$ cat config.mk
export PLATFORM = sky130hd
export DESIGN_NAME = popup_anchor_place_and_clamp_top
export DESIGN_NICKNAME = d
export VERILOG_FILES = /design/src/hw/rtl/papc_pkg.sv /design/src/hw/rtl/popup_anchor_place_and_clamp_top.sv
export SDC_FILE = /design/constraint.sdc
export NUM_CORES = 1
export LEC_CHECK = 0
export ABC_AREA = 1
export BUFFER_PORTS_ARGS = -buffer_cell sky130_fd_sc_hd__buf_2
export CELL_PAD_IN_SITES_DETAIL_PLACEMENT = 1
export CELL_PAD_IN_SITES_GLOBAL_PLACEMENT = 2
export CORE_MARGIN = 2
export CORE_UTILIZATION = 41
export DETAILED_ROUTE_END_ITERATION = 6
export GPL_TIMING_DRIVEN = 0
export PLACE_DENSITY = 0.95
export SYNTH_ARGS = -nofsm -noshare
export SYNTH_HDL_FRONTEND = slang
export SYNTH_SLANG_ARGS = --single-unit
$ cat constraint.sdc
create_clock -name clk -period 15.9 [get_ports clk]
set_input_delay 2.385 -clock clk [delete_from_list [all_inputs] [get_ports clk]]
set_output_delay 2.385 -clock clk [all_outputs]
set_load 0.02 [all_outputs]
$ cat src/hw/rtl/papc_pkg.sv
// package for the popup anchor place and clamp block
// widths, mode codes and register indexes; no dependencies
`default_nettype none

package papc_pkg;

	localparam int COORD_BITS = 16;
	localparam int SIZE_BITS = 15;
	localparam int PLACE_BITS = 18;
	// working width: room for three-term sums and the output wrap
	localparam int CALC_BITS = ((COORD_BITS > PLACE_BITS - 2) ? COORD_BITS : PLACE_BITS - 2) + 4;
	localparam int CFG_INDEX_BITS = 1;

	typedef logic signed [CALC_BITS-1:0] calc_t;
	typedef logic [SIZE_BITS-1:0] size_t;

	typedef enum logic [1:0] {
		MODE_BELOW,
		MODE_ABOVE,
		MODE_OFFSET,
		MODE_CENTRE
	} mode_t;

	typedef enum logic [CFG_INDEX_BITS-1:0] {
		CFG_VIEW_WIDTH,
		CFG_VIEW_HEIGHT
	} cfg_idx_t;

endpackage

`default_nettype wire

$ cat src/hw/rtl/popup_anchor_place_and_clamp_top.sv
// popup anchor placement with flip and viewport clamp, three-stage pipeline
// depends on papc_pkg for widths, mode codes and register indexes
//
// usage:
//  - cfg channel (cfg_valid/cfg_ready, cfg_index, cfg_data) writes view_width
//    (index 0) or view_height (index 1); cfg_ready is always high. write only
//    while no request is in flight.
//  - req channel takes one placement request per beat when req_valid is high
//    and req_stall is low; rsp channel gives one result beat per request in
//    the same order.
//  - an accepted req beat passes through the three pipeline registers (operand
//    sums, flip/mode select, clamp) to rsp_valid; one beat per cycle sustained
//    while rsp_stall is low.
//  - when rsp_stall is high the result holds on the outputs; bubbles in the
//    pipe still fill, and req_stall rises only once every stage holds a beat.
//  - reset clears the valid bits and both viewport registers to zero, which
//    disables clamping and flips until the viewport is written.
`default_nettype none

module popup_anchor_place_and_clamp_top (
	input  wire                                          clk,
	input  wire                                          arst_n,
	// configuration
	input  wire                                          cfg_valid,
	output logic                                         cfg_ready,
	input  wire  [papc_pkg::CFG_INDEX_BITS-1:0]          cfg_index,
	input  wire  [papc_pkg::SIZE_BITS-1:0]               cfg_data,
	// request
	input  wire                                          req_valid,
	output logic                                         req_stall,
	input  wire  [1:0]                                   mode,
	input  wire  signed [papc_pkg::COORD_BITS-1:0]       off_x,
	input  wire  signed [papc_pkg::COORD_BITS-1:0]       off_y,
	input  wire  [papc_pkg::SIZE_BITS-1:0]               width_override,
	input  wire  [papc_pkg::SIZE_BITS-1:0]               height_override,
	input  wire  signed [papc_pkg::COORD_BITS-1:0]       owner_x,
	input  wire  signed [papc_pkg::COORD_BITS-1:0]       owner_y,
	input  wire  [papc_pkg::SIZE_BITS-1:0]               owner_w,
	input  wire  [papc_pkg::SIZE_BITS-1:0]               owner_h,
	input  wire  [papc_pkg::SIZE_BITS-1:0]               natural_w,
	input  wire  [papc_pkg::SIZE_BITS-1:0]               natural_h,
	// response
	output logic                                         rsp_valid,
	input  wire                                          rsp_stall,
	output logic signed [papc_pkg::PLACE_BITS-1:0]       place_x,
	output logic signed [papc_pkg::PLACE_BITS-1:0]       place_y,
	output logic [papc_pkg::SIZE_BITS-1:0]               place_w,
	output logic [papc_pkg::SIZE_BITS-1:0]               place_h
);
	import papc_pkg::*;

	// viewport registers
	size_t view_width_q, view_height_q;

	assign cfg_ready = 1'b1;

	always_ff @(posedge clk or negedge arst_n) begin
		if (!arst_n) begin
			view_width_q <= '0;
			view_height_q <= '0;
		end else if (cfg_valid && cfg_ready) begin
			unique case (cfg_idx_t'(cfg_index))
				CFG_VIEW_WIDTH:  view_width_q <= cfg_data;
				CFG_VIEW_HEIGHT: view_height_q <= cfg_data;
			endcase
		end
	end

	calc_t vw, vh;
	assign vw = calc_t'({1'b0, view_width_q});
	assign vh = calc_t'({1'b0, view_height_q});

	// pipeline flow control
	logic v_s1, v_s2, v_s3;
	logic adv_s1, adv_s2, adv_s3;

	assign adv_s3 = !rsp_stall || !v_s3;
	assign adv_s2 = adv_s3 || !v_s2;
	assign adv_s1 = adv_s2 || !v_s1;
	assign req_stall = !adv_s1;

	always_ff @(posedge clk or negedge arst_n) begin
		if (!arst_n) begin
			v_s1 <= 1'b0;
			v_s2 <= 1'b0;
			v_s3 <= 1'b0;
		end else begin
			if (adv_s1) v_s1 <= req_valid;
			if (adv_s2) v_s2 <= v_s1;
			if (adv_s3) v_s3 <= v_s2;
		end
	end

	// stage 1: size select and operand sums
	size_t w0, h0;
	calc_t ox0, oy0, own_x0, own_y0, own_h0, h0_c, w0_c;

	always_comb begin
		w0 = (width_override != '0) ? width_override : natural_w;
		h0 = (height_override != '0) ? height_override : natural_h;
		ox0 = calc_t'(off_x);
		oy0 = calc_t'(off_y);
		own_x0 = calc_t'(owner_x);
		own_y0 = calc_t'(owner_y);
		own_h0 = calc_t'({1'b0, owner_h});
		w0_c = calc_t'({1'b0, w0});
		h0_c = calc_t'({1'b0, h0});
	end

	mode_t mode_s1;
	size_t w_s1, h_s1;
	calc_t x_own_s1, x_abs_s1, y_abs_s1, y_below_s1, y_above_s1, bot_end_s1;
	calc_t lim_x_s1, lim_y_s1;
	logic  top_room_s1;

	always_ff @(posedge clk) begin
		if (req_valid && adv_s1) begin
			mode_s1 <= mode_t'(mode);
			w_s1 <= w0;
			h_s1 <= h0;
			x_own_s1 <= own_x0 + ox0;
			x_abs_s1 <= ox0;
			y_abs_s1 <= oy0;
			y_below_s1 <= own_y0 + own_h0 + oy0;
			y_above_s1 <= own_y0 - h0_c - oy0;
			bot_end_s1 <= own_y0 + own_h0 + h0_c;
			top_room_s1 <= !(own_y0 - h0_c < 0);
			lim_x_s1 <= vw - w0_c;
			lim_y_s1 <= vh - h0_c;
		end
	end

	// stage 2: flip decisions, mode select, centre halving
	calc_t x2, y2, h1_c;
	logic  view_h_on;

	assign view_h_on = (view_height_q != '0);
	assign h1_c = calc_t'({1'b0, h_s1});

	always_comb begin
		x2 = x_own_s1;
		y2 = y_below_s1;
		unique case (mode_s1)
			MODE_BELOW: begin
				x2 = x_own_s1;
				if (view_h_on && (y_below_s1 + h1_c > vh) && top_room_s1)
					y2 = y_above_s1;
				else
					y2 = y_below_s1;
			end
			MODE_ABOVE: begin
				x2 = x_own_s1;
				if ((y_above_s1 < 0) && view_h_on && !(bot_end_s1 > vh))
					y2 = y_below_s1;
				else
					y2 = y_above_s1;
			end
			MODE_OFFSET: begin
				x2 = x_abs_s1;
				y2 = y_abs_s1;
			end
			MODE_CENTRE: begin
				// halve toward zero: add one to negative values first
				x2 = (lim_x_s1 + calc_t'(lim_x_s1[CALC_BITS-1])) >>> 1;
				y2 = (lim_y_s1 + calc_t'(lim_y_s1[CALC_BITS-1])) >>> 1;
			end
		endcase
	end

	size_t w_s2, h_s2;
	calc_t x_s2, y_s2, lim_x_s2, lim_y_s2;

	always_ff @(posedge clk) begin
		if (v_s1 && adv_s2) begin
			w_s2 <= w_s1;
			h_s2 <= h_s1;
			x_s2 <= x2;
			y_s2 <= y2;
			lim_x_s2 <= lim_x_s1;
			lim_y_s2 <= lim_y_s1;
		end
	end

	// stage 3: clamp into the viewport; far edge past extent means pos > extent - size
	calc_t xa, ya, xc, yc;

	always_comb begin
		xa = (x_s2 > lim_x_s2) ? lim_x_s2 : x_s2;
		ya = (y_s2 > lim_y_s2) ? lim_y_s2 : y_s2;
		xc = x_s2;
		yc = y_s2;
		if (view_width_q != '0)
			xc = (xa < 0) ? '0 : xa;
		if (view_h_on)
			yc = (ya < 0) ? '0 : ya;
	end

	logic signed [PLACE_BITS-1:0] place_x_s3, place_y_s3;
	size_t place_w_s3, place_h_s3;

	always_ff @(posedge clk) begin
		if (v_s2 && adv_s3) begin
			place_x_s3 <= xc[PLACE_BITS-1:0];
			place_y_s3 <= yc[PLACE_BITS-1:0];
			place_w_s3 <= w_s2;
			place_h_s3 <= h_s2;
		end
	end

	assign rsp_valid = v_s3;
	assign place_x = place_x_s3;
	assign place_y = place_y_s3;
	assign place_w = place_w_s3;
	assign place_h = place_h_s3;

	// an empty first stage always takes a beat
	a_no_stall_when_empty: assert property (@(posedge clk) disable iff (!arst_n)
		!v_s1 |-> !req_stall)
		else $error("req_stall high with an empty first stage");

	// a clamped axis never lands left of or above the viewport origin
	a_x_clamped_nonneg: assert property (@(posedge clk) disable iff (!arst_n)
		rsp_valid && (view_width_q != '0) |-> !place_x[PLACE_BITS-1])
		else $error("clamped place_x negative");

	a_y_clamped_nonneg: assert property (@(posedge clk) disable iff (!arst_n)
		rsp_valid && (view_height_q != '0) |-> !place_y[PLACE_BITS-1])
		else $error("clamped place_y negative");

	// along x, a popup that fits keeps its far edge inside the viewport
	a_x_fits: assert property (@(posedge clk) disable iff (!arst_n)
		rsp_valid && (view_width_q != '0) && (place_w <= view_width_q) |->
		(calc_t'(place_x) + calc_t'({1'b0, place_w}) <= calc_t'({1'b0, view_width_q})))
		else $error("place_x far edge beyond viewport");

endmodule

`default_nettype wire
Word-level counts from Yosys, hierarchy flattened
Cells that the tools add are included.
- bits in registers: 376
- bits in latches: 0
- memory bits (writable): 0
- bits in read-only memories: 0
- bits of input ports: 177
- output and inout port bits: 69
- logic and storage cells: 88
- memories kept: 0
- $add $sub $neg: 12
- $mul: 0
- div/mod/pow operators: 0
- magnitude comparators: 8
- equal/unequal tests: 3
- shifts and indexed selects: 0
- mux-type cells: 12
- bitwise operators: 1
- reductions and logical operators: 25
- operators by type and width (cell ; number):
    20-bit by 16-bit > comparator with 1-bit output ; 4
    20-bit 2-to-1 mux ; 4
    20-bit case mux with 4 select lines ; 1
    18-bit 2-to-1 mux ; 4
    20-bit case mux with 3 select lines ; 1
    15-bit nonzero test ; 4
    20-bit by 1-bit < comparator with 1-bit output (second input constant) ; 2
    17-bit by 16-bit adder with 18-bit output ; 2
    16-bit by 1-bit adder with 17-bit output ; 2
    16-bit by 16-bit adder with 17-bit output ; 2
    16-bit by 16-bit subtractor with 17-bit output ; 2
    15-bit by 15-bit subtractor with 16-bit output ; 2
    15-bit 2-to-1 mux ; 2
    20-bit by 16-bit adder with 20-bit output ; 1
    18-bit by 1-bit < comparator with 1-bit output (second input constant) ; 1
    17-bit by 16-bit subtractor with 18-bit output ; 1
    17-bit by 1-bit < comparator with 1-bit output (second input constant) ; 1
    1-bit logical AND ; 7
    1-bit logical NOT ; 7
    2-bit == test (second input constant) ; 2
    2-bit AND reduction ; 2
    1-bit logical OR ; 3
    2-bit by 1-bit == test with 1-bit output (second input constant) ; 1
    2-bit logical NOT ; 1
    other kinds (2) ; 2

Logic depth before layout (Yosys ltp)
Gate-level depths: netlist of the first run.
- depth after elaboration: 6
- mapped depth: 24
- depth with buffers taken out: 23

Worst setup path before layout of the first run
OpenSTA, ideal clock, no wires.
- kind: input port to flip-flop
- start point: in rsp_stall
- end point: reg bot_end_s1[0] (enable)
- library setup time: 0.699 ns
- arrival time: 9.680 ns
- data required time: 15.201 ns
- path slack: 5.522 ns
- stages: 5
- path buffers: 0
- cells stage by stage: nand2_1 nor2_1 inv_1 nor2_1 nor2_1
- cells in the longest elaborated chain, start to end: 5
- ends and longest elaborated chain (item ; RTL line ; source):
    start, declared ; popup_anchor_place_and_clamp_top.sv:44 ; input wire rsp_stall,
    1-bit logical NOT ; popup_anchor_place_and_clamp_top.sv:77 ; assign adv_s3 = !rsp_stall || !v_s3;
    1-bit logical OR ; popup_anchor_place_and_clamp_top.sv:77 ;
    1-bit logical OR ; popup_anchor_place_and_clamp_top.sv:78 ; assign adv_s2 = adv_s3 || !v_s2;
    1-bit logical OR ; popup_anchor_place_and_clamp_top.sv:79 ; assign adv_s1 = adv_s2 || !v_s1;
    1-bit logical AND ; popup_anchor_place_and_clamp_top.sv:117 ; if (req_valid && adv_s1) begin
    end signal, assigned ; popup_anchor_place_and_clamp_top.sv:126 ; bot_end_s1 <= own_y0 + own_h0 + h0_c;
    end, declared ; popup_anchor_place_and_clamp_top.sv:112 ; calc_t x_own_s1, x_abs_s1, y_abs_s1, y_below_s1, y_above_s1, bot_end_s1;
Every way passes these cells.
A chain may end at the register's enable or synchronous reset.

Worst setup path after layout of the first run
- start point: in height_override[6] (netlist bit)
- end point: reg y_above_s1[11] (data pin)
- cells in the longest elaborated chain, start to end: 4
- ends and longest elaborated chain (item ; RTL line ; source):
    start, declared ; popup_anchor_place_and_clamp_top.sv:35 ; input wire [papc_pkg::SIZE_BITS-1:0] height_override,
    15-bit nonzero test ; popup_anchor_place_and_clamp_top.sv:100 ; h0 = (height_override != '0) ? height_override : natural_h;
    15-bit 2-to-1 mux ; popup_anchor_place_and_clamp_top.sv:100 ;
    named net h0[1] ; popup_anchor_place_and_clamp_top.sv:95 ; size_t w0, h0;
    16-bit by 16-bit subtractor with 17-bit output ; popup_anchor_place_and_clamp_top.sv:125 ; y_above_s1 <= own_y0 - h0_c - oy0;
    17-bit by 16-bit subtractor with 18-bit output ; popup_anchor_place_and_clamp_top.sv:125 ;
    end signal, assigned ; popup_anchor_place_and_clamp_top.sv:125 ;
    end, declared ; popup_anchor_place_and_clamp_top.sv:112 ;
The timed path passes the listed nets, and every way through them passes these cells.

==> impl_metrics.tcl, run 1 <==
set metrics [dict create \
    fp-row-count 85 \
    crit_top_cell "a21oi_1" \
    numCtsBuffers 42 \
    layout_worst_path_cycle_share_pct 40.9 \
    hold_viol 0 \
    final_layout_size_suffix_gt1_share_pct 12.4 \
    grt_max_degree 70 \
    hpwl_um 57900 \
    finalCriticalPeriod_ps 6500 \
    final_cells 3397 \
    grt_pass1_wl_um 110000 \
    io_buffers 229 \
    grt_pass1_vias 19859 \
    syn_to_final_growth_pct 16.1 \
    insertion_delay_ps 590 \
    cts_setup_buffers 0 \
    synth_edf_count 330 \
    num_antenna_cells 0 \
    arrival_ps 6820 \
    slew_violations 0 \
    hold_class "reg -> reg" \
    dieArea_um2 56800 \
    critical_path.top_delay_family "compound AO/OA/AOI/OAI gates" \
    cp_slowest_cell "a21oi_1" \
    dp.cells 3322 \
    coreArea_um2 54000 \
    fp.dieH_um 238 \
    syn_avg_cell_area_um2 9.43 \
    reg2reg_from "y_below_s1[0]$_DFFE_PP_" \
    dr.first_iter.drc_count 1087 \
    leakage_nw 12.2 \
    synth-seq-cells 363 \
    ys_warn_count 0 \
    worst_slew_pin_slew_ps 985 \
    drc_errors 0 \
    setup_tns_ps 0 \
    drv_cap 0 \
    ant_nets 0 \
    synth_seq_area_share_pct 47.6 \
    final_nets 3104 \
    holdWs_ps 416 \
    vias 18426 \
    vias_per_cell 5.42 \
    cts_root_buffer "clkbuf_16" \
    clock_sinks 363 \
    startpoint "height_override[6]" \
    pin_count 246 \
    path_cells "buf_2, nor2_1, nand4_1, nor2_1, nand2_1, inv_1, clkbuf_1, a21oi_1, inv_1, ha_1, inv_1, ha_1, a21oi_1, nand2_1, a21oi_1, o21bai_1, a21oi_1, o21ai_0, nand3_1, nand2_1, xor2_1" \
    fmax_mhz 154 \
    cts_resized 0 \
    overflow 0 \
    cp_max_fo 10 \
    status "finished, final reports clean" \
    clock_path_buffers 3 \
    syn_nets 2822 \
    slew_headroom_pct 34.4 \
    start_util_pct 41.7 \
    hold_path_startpoint "w_s1[14]$_DFFE_PP_" \
    critPathKind "in -> reg" \
    synth_top_area_share_pct 44.0 \
    first_pass_iters 6 \
    synth_top_area_cell "edfxtp_1" \
    netlist_instances 2388 \
    crit_required_ps 16220 \
    wire_per_inst_um 20.9 \
    utilization_pct 48.4 \
    die_w_um 238 \
    clk_pin_slew_ps 60 \
    path_buf_inv 5 \
    crit_path_end_kind "flip-flop" \
    skew_ps 32.1 \
    synth_ff_type "edfxtp_1" \
    cts_tree "yes" \
    rsz0062_at_grt "no" \
    start_kind "input pin" \
    setup_violations 0 \
    grt_use_total_pct 25.2 \
    place.gp.congestion 0.880 \
    syn-cell-area_um2 22500 \
    synth.distinct_cells 55 \
    ir_drop_uv 79.6 \
    wl_um 70900 \
    max_stage_delay_ps 560 \
    hold_buffers 0 \
    p_per_area_nw_per_um2 133 \
    antenna_found_initial 1 \
    h-tree-depth 2 \
    synth.area.top_cells "edfxtp_1 44%, ha_1 13%, nand2_1 8.8%, inv_1 5.4%, a21oi_1 4.9%" \
    synthArstFlopShare_pct 9.09 \
]
-- cells in the mapped netlist (all sizes together) (24+ instances only) --
library cell / number
dfrtp: 33
o21ai: 164
nand3: 152
a21oi: 221
edfxtp: 330
xnor2: 33
clkbuf: 27
nor2: 92
nand2: 538
inv: 326
xor2: 77
ha: 233
fa: 24
-- placed cells by master, fill, tap and decap left out, types with 43 or more instances in the layout --
cell / netlist / layout
inv_1: 326 / 325
edfxtp_1: 330 / 330
buf_2: 8 / 237
ha_1: 233 / 233
nand2_1: 528 / 528
a21oi_1: 219 / 218
xor2_1: 76 / 76
nand3_1: 150 / 150
nor2_1: 87 / 86
o21ai_0: 161 / 161
clkbuf_16: 0 / 43
-- worst register-to-register path: stages (launching register included) --
cell	delay, ps
edfxtp_1	470
ha_1	280
fa_1	420
nand2_1	90
nand3_1	100
nand2_1	120
o21bai_1	100
nand3_1	80
nand2_1	110
xor2_1	170
ha_1	280
nand2_1	60
inv_1	70
nand3_1	90
nor3_1	210
inv_1	80
nor2_2	120
nand3_1	130
nand2_2	150
nor2_8	70
nand2_4	140
buf_8	150
nand2_1	60
nand3_1	80
nand2_1	80
-- per-layer routing --
layer	vias up	track usage, %	part of all wire [%]
li1	8765	-	-
met1	9072	32.8	44
met2	449	43.6	48
met3	138	3.01	4.2
met4	2	8.75	3.5
met5	-	0	0.0099
-- logic make-up (layout without fill, tap and decap cells) --
logic type	Yosys count	after routing	share of synthesized area (%)
XOR/XNOR	110	110	4.31
adder cells (fa/ha/maj)	257	257	15.1
buffers and inverters	366	679	6.31
AND/OR/NAND/NOR	833	833	15.6
flip-flops	363	363	47.6
AO/OA/AOI/OAI	458	458	11.1
other	1	1	0.0166
-- final cells by class --
| type | count | area, um2 |
|---|---|---|
| buffer | 39 | 195 |
| clock buffer | 58 | 1160 |
| clock inverter | 17 | 208 |
| fill | 6227 | 27900 |
| inverter | 327 | 1230 |
| multi-input combinational | 1659 | 10400 |
| sequential | 363 | 10700 |
| tap | 696 | 871 |
| timing repair buffer | 238 | 1360 |
-- path summary, 6_finish.rpt --
| path | end | slack (ps) | cells after the start |
|---|---|---|---|
| setup / recovery | y_above_s1[11]$_DFFE_PP_ | 9400 | 21 |
| max in group asynchronous | view_height_q[12]$_DFFE_PN0P_ | 13520 | 1 |
| hold / removal | w_s2[14]$_DFFE_PP_ | 420 | 0 |
| setup reg to reg | y_s2[9]$_DFFE_PP_ | 11900 | 24 |
| hold reg to reg | w_s2[14]$_DFFE_PP_ | 420 | 0 |
| min in group asynchronous | view_width_q[3]$_DFFE_PN0P_ | 1880 | 1 |
-- sequential cells by signal, summed over array words and instances, names as in the netlist, 17 cells and up --
| name | cells |
|---|---|
| bot_end_s1 | 18 |
| place_y | 18 |
| y_above_s1 | 18 |
| y_below_s1 | 18 |
| y_s2 | 18 |
| place_x | 17 |
| x_own_s1 | 17 |
| x_s2 | 17 |
-- through the flow --
stage | instance area (um2) | power (mW) | setup slack, ps
3_5_place_dp | 24800 | 2.51 | 8670
2_1_floorplan | 22500 | 2.12 | 5520
6_report | 26100 | 3.47 | 9400
4_1_cts | 26100 | 3.50 | 9300
5_1_grt | 26100 | 3.69 | 9060
3_3_place_gp | 24500 | 2.45 | 2400
-- report_power, final --
part | leakage, nW | switching [mW] | internal (mW)
registers | 3.60 | 0.0974 | 1.24
clock network | 0.658 | 0.405 | 0.563
logic | 7.91 | 0.750 | 0.414
total | 12.2 | 1.25 | 2.22
(Power assumes the default switching activity.)
==> run 2, diff against run 1 <==
- CORE_UTILIZATION: 41 -> 38
- PLACE_DENSITY: 0.95 -> 0.91
- clock period: 15.9 -> 6.15 ns (I/O delays scaled with it)
==> run 2 against run 1 <==
  * Combinational power increased to 2.6 times the previous value
  * Final cell count increased by 2.2%
  * Die area increased by 7.8%
  * Sequential power increased to 2.6 times the previous value
  * Sequential share of layout area decreased by 0.084 points
  * Global-route usage decreased by 2.0 points
  * Clock skew decreased by 10 ps
  * Core utilization decreased by 3.8 points
  * Largest cell class unchanged
==> impl_metrics.tcl, run 2 (same netlist as run 1, synthesis figures left out) <==
set metrics [dict create \
    clock_path_buffers 3 \
    cts_tree "yes" \
    rsz0062_at_grt "no" \
    clk_pin_slew_ps 60 \
    start_util_pct 38.3 \
    vias 18219 \
    route.met3.wl_um 2490 \
    crit_required_ps 6490 \
    reg2reg_slack_ps 2280 \
    final_common_cell "nand2_1" \
    m1WireLength_um 30700 \
    leakage_nw 12.1 \
    layout_worst_path_cycle_share_pct 80.3 \
    worst_slew_pin_slew_ps 993 \
    p_per_area_nw_per_um2 341 \
    hold_buffers 0 \
    hold_viol 0 \
    fp.dieH_um 247 \
    num_antenna_cells 0 \
    place.gp.congestion 0.901 \
    setup_violations 0 \
    final_cells 3473 \
    wire_per_inst_um 20.4 \
    vias_per_cell 5.25 \
    slew_headroom_pct 33.8 \
    cts_resized 0 \
    slew_violations 0 \
    start_kind "input pin" \
    cp_slowest_cell "clkbuf_1" \
    ir_drop_uv 178 \
    fp-row-count 89 \
    startpoint "height_override[9]" \
    coreArea_um2 58800 \
    reg2reg_depth 24 \
    dp.cells 3399 \
    h-tree-depth 2 \
    cp_max_fo 10 \
    first_pass_iters 5 \
    path_cells "buf_2, nor3_1, nand2_1, nor3_1, nand2_1, inv_1, clkbuf_1, a21oi_1, inv_1, ha_1, fa_1, o21ai_0, nand3_1, nand2_1, nand3_1, nand2_1, nand2_1, nand2_1, nand3_1, nand2_1, nand3_1, nand2_1, xor2_1" \
    finalCriticalPeriod_ps 4940 \
    dr_wl_met2_um 35200 \
    reg2reg_to "y_s2[10]$_DFFE_PP_" \
    grt_use_total_pct 23.3 \
    max_stage_delay_ps 490 \
    grt_max_degree 70 \
    most-common-layout-cells "528 x nand2_1, 330 x edfxtp_1, 325 x inv_1" \
    antenna_found_initial 0 \
    overflow 0 \
    cts_setup_buffers 0 \
    numCtsBuffers 43 \
    insertion_delay_ps 590 \
    ant_nets 0 \
    clock_sinks 363 \
    wl_um 70700 \
    holdWs_ps 405 \
    io_buffers 229 \
    cts_root_buffer "clkbuf_16" \
    grt_pass1_vias 19766 \
    final_nets 3105 \
    drc_errors 0 \
    drv_cap 0 \
    crit_end "y_above_s1[14]$_DFFE_PP_" \
    syn_to_final_growth_pct 16.3 \
    dr.first_iter.drc_count 846 \
    crit_top_cell "nand2_1" \
    final_layout_size_suffix_gt1_share_pct 12.4 \
    reg2reg_from "y_below_s1[0]$_DFFE_PP_" \
    critPathKind "in -> reg" \
    dieArea_um2 61300 \
    grt_pass1_wl_um 110000 \
    fmax_mhz 203 \
    skew_ps 21.7 \
    hold_class "in -> async" \
    crit_path_end_kind "flip-flop" \
    status "finished, final reports clean" \
    top_layer_used "met4" \
    arrival_ps 5280 \
    pin_count 246 \
    hpwl_um 57700 \
    die_w_um 247 \
]
-- run 2: cell count changes in the layout (fill, tap and decap cells not counted) --
cell,before,now
clkinv_16,2,0
clkinv_1,8,10
clkbuf_1,37,33
inv_6,1,3
inv_16,0,1
inv_8,0,1
clkinvlp_4,1,4
clkinv_2,3,2
clkbuf_8,5,2
-- run 2: final cells by class --
cell class,count,area (um2)
fill,6821,32600
clock buffer,51,1110
clock inverter,23,221
multi-input combinational,1659,10400
inverter,327,1230
tap,773,967
buffer,39,195
sequential,363,10700
timing repair buffer,238,1360
-- run 2: power breakdown --
part | internal (mW) | switching [mW]
clock | 1.42 | 1.06
sequential | 3.22 | 0.252
combinational | 1.07 | 1.92
-- run 2: per-layer routing --
metal | up-vias | global-route usage, %
li1 | 8753 | -
met1 | 8956 | 29.0
met2 | 377 | 41.4
met3 | 133 | 2.95
met4 | 0 | 7.94
met5 | - | 0
-- run 2: worst min path at each step --
stage                                   to  slack [ps]  depth (start not counted)
2_1_floorplan         place_h[0]$_DFFE_PP_         400                          0
3_3_place_gp             w_s2[0]$_DFFE_PP_         400                          0
3_5_place_dp         place_h[11]$_DFFE_PP_         410                          0
4_1_cts        view_width_q[0]$_DFFE_PN0P_         400                          1
5_1_grt               place_w[2]$_DFFE_PP_         420                          0
6_report       view_width_q[0]$_DFFE_PN0P_         410                          1
-- run 2: worst max-delay path, delay by kind of cell --
kind | cells | cell delay [ps]
compound gates | 2 | 640
xor+xnor | 1 | 60
fa+ha+maj | 2 | 800
buf+inv | 4 | 1130
simple gates | 14 | 1710
-- run 2: through the flow --
stage | util [%] | setup slack, ps | setup TNS [ps] | power, mW | area [um2]
finish | 44.6 | 1210 | 0 | 8.94 | 26200
detailed placement | 42.3 | 460 | 0 | 6.48 | 24900
CTS | 44.6 | 1060 | 0 | 9.00 | 26200
floorplan | - | 79.7 | 0 | 5.47 | 22500
global placement | 41.9 | -1870 | -388770 | 6.32 | 24600
global route | 44.6 | 846 | 0 | 9.49 | 26200
==> run 3, diff against run 2 <==
- ABC_AREA: 1 -> 0
- CORE_UTILIZATION: 38 -> 40
- PLACE_DENSITY: 0.91 -> 0.9
- clock period: 6.15 -> 5.2 ns (I/O delays scaled with it)
==> run 3 against run 2 <==
  * Die area is 7.6% lower
  * Non-clock buffer count is 16 higher
  * Via count down 9.6%
  * Total power grew 20%
  * Worst setup slack worse by 1200 ps
==> impl_metrics.tcl, run 3 <==
set metrics [dict create \
    syn_avg_cell_area_um2 11.5 \
    grt_pass1_wl_um 101000 \
    synth_top_area_cell "edfxtp_1" \
    clock_path_buffers 3 \
    cts_tree "yes" \
    first_pass_iters 5 \
    start_util_pct 40.6 \
    start_kind "flip-flop" \
    cts_root_buffer "clkbuf_16" \
    postPlaceCellArea_um2 24000 \
    path_buf_inv 3 \
    most-common-layout-cells "330 x edfxtp_1, 231 x ha_1, 230 x buf_2" \
    grt_pass1_vias 17655 \
    clock_sinks 363 \
    final_nets 2631 \
    fp.dieH_um 238 \
    overflow 0 \
    hpwl_um 52800 \
    rsz0062_at_grt "yes" \
    die_w_um 238 \
    clk_pin_slew_ps 60 \
    h-tree-depth 2 \
    hold_viol 0 \
    synth-seq-cells 363 \
    dr.first_iter.drc_count 920 \
    vias_per_cell 5.63 \
    synth.most_common_cell "edfxtp_1" \
    ant_nets 0 \
    io_buffers 229 \
    finalCriticalPeriod_ps 5150 \
    synth_common_cells "330 x edfxtp_1, 233 x ha_1, 163 x inv_1, 148 x a21oi_1, 117 x nor2_1" \
    syn_to_final_growth_pct 17.5 \
    ys_warn_count 0 \
    layout_worst_path_cycle_share_pct 99.1 \
    hold_class "in -> async" \
    ir_drop_uv 225 \
    insertion_delay_ps 580 \
    cp_max_fo 6 \
    max_stage_delay_ps 470 \
    cp_slowest_cell "or4_4" \
    crit_path_end_kind "flip-flop" \
    synth.area.top_cells "edfxtp_1 45%, ha_1 13%, dfrtp_1 3.8%, xnor2_1 3.6%, a21oi_1 3.4%" \
    crit_required_ps 5510 \
    place.gp.congestion 0.877 \
    crit_top_cell "a21oi_2" \
    coreArea_um2 53900 \
    final_common_cell "edfxtp_1" \
    synth_edf_count 330 \
    syn_nets 2330 \
    vias 16471 \
    netlist_instances 1896 \
    setup_violations 0 \
    antenna_found_initial 4 \
    pin_count 246 \
    p_per_area_nw_per_um2 418 \
    grt_max_degree 74 \
    synth_top_area_share_pct 45.3 \
    slew_headroom_pct 35.8 \
    final_layout_size_suffix_gt1_share_pct 18.6 \
    wire_per_inst_um 22.5 \
    arrival_ps 5460 \
    drc_errors 0 \
    synthArstFlopShare_pct 9.09 \
    status "finished, final reports clean" \
    worst_slew_pin_slew_ps 964 \
    synth_ff_type "edfxtp_1" \
    syn-cell-area_um2 21900 \
    drv_cap 0 \
    synth.distinct_cells 76 \
    leakage_nw 10.8 \
    synth_seq_area_share_pct 49.0 \
    critical_path.top_delay_family "compound AO/OA/AOI/OAI gates" \
    wl_um 65900 \
    numCtsBuffers 41 \
    fin_ws_ps 47.9 \
    skew_ps 25.1 \
    grt_use_total_pct 23.2 \
    fmax_mhz 194 \
    critPathKind "reg -> reg" \
    fp-row-count 85 \
    dieArea_um2 56600 \
    stdcell_area_um2 25700 \
    slew_violations 0 \
    pre_cts_ws_ps -1340 \
]
run 3: cell count changes after synthesis, moves of 32 or more:
cell and change:
a21oi_1 -71, inv_1 -163, mux2_2 +39, xor2_1 -46, a21o_1 +32, o21ai_0 -102, nand3_1 -110, nand2_1 -433
xnor2_1 +57
run 3: metal layers:
layer / track usage, % / up-vias / share of wire, %
met3: 2.92 / 120 / 4.5
met1: 29.3 / 8274 / 43
met5: 0 / - / 0.035
met2: 40.4 / 396 / 49
met4: 9.45 / 6 / 3.8
li1: - / 7675 / -
run 3: where the power goes:
part	total, mW	leakage (nW)	switching [mW]	internal [mW]
Sequential	4.13	3.58	0.320	3.81
Combinational	3.79	6.60	2.21	1.58
Clock	2.82	0.638	1.22	1.60
Total	10.7	10.8	3.75	6.99
run 3: cell families after synthesis:
kind of cell	after synthesis	synth area share [%]
and+or+nand+nor	428	9.47
muxes	70	3.42
adders and majority gates	257	15.5
buffers and inverters	199	3.52
AOI/OAI and AO/OA	458	14.2
xor gates and xnor gates	120	4.80
DFF	363	49.0
other	1	0.0171
run 3: worst paths after layout:
path | startpoint | endpoint | slack (ps) | depth (start not counted)
min in group clk | off_x[5] | x_abs_s1[5]$_DFFE_PP_ | 390 | 1
min reg2reg | h_s2[5]$_DFFE_PP_ | place_h[5]$_DFFE_PP_ | 410 | 0
min | arst_n | view_width_q[0]$_DFFE_PN0P_ | 300 | 1
max in group asynchronous | arst_n | view_height_q[3]$_DFFE_PN0P_ | 4350 | 1
max | h_s1[0]$_DFFE_PP_ | y_s2[0]$_DFFE_PP_ | 50 | 25
max reg2reg | h_s1[0]$_DFFE_PP_ | y_s2[0]$_DFFE_PP_ | 50 | 25
run 3: layout make-up:
| cell class | count | area [um2] |
|---|---|---|
| antenna | 2 | 5.00 |
| buffer | 35 | 166 |
| clock buffer | 51 | 1140 |
| clock inverter | 22 | 156 |
| fill | 5771 | 28200 |
| inverter | 164 | 616 |
| multi-input combinational | 1334 | 10500 |
| sequential | 363 | 10700 |
| tap | 696 | 871 |
| timing repair buffer | 258 | 1490 |
run 3: through the flow:
step | util [%] | power, mW | setup TNS [ps] | cells | hold WS, ps
6_report | 47.7 | 10.7 | 0 | 2925 | 305
3_3_place_gp | 44.3 | 7.53 | -130140 | 2821 | 401
5_1_grt | 47.7 | 11.3 | -492 | 2923 | 344
3_5_place_dp | 44.6 | 7.73 | -31630 | 2826 | 406
2_1_floorplan | - | 6.53 | 0 | 1896 | 400
4_1_cts | 47.5 | 10.7 | 0 | 2914 | 304
run 3: worst register-to-register path, delay by kind of cell, from the launching register on:
family / cells / cell delay, ps
XOR/XNOR: 1 / 80
AND/OR/NAND/NOR: 4 / 730
buffers and inverters: 3 / 400
flip-flops: 1 / 420
AO/OA/AOI/OAI: 14 / 2370
adder cells (fa/ha/maj): 3 / 900
run 3: repair_timing:
| action | in CTS | in global routing |
|---|---|---|
| pin swaps | 13 | 9 |
| cloned | 2 | 0 |
| gates resized for setup | 26 | 15 |
| hold buffers | 0 | 0 |
| endpoints found under the hold margin | 0 | 0 |
| endpoints found under the setup margin | 30 | 23 |
| buffers inserted | 13 | 9 |
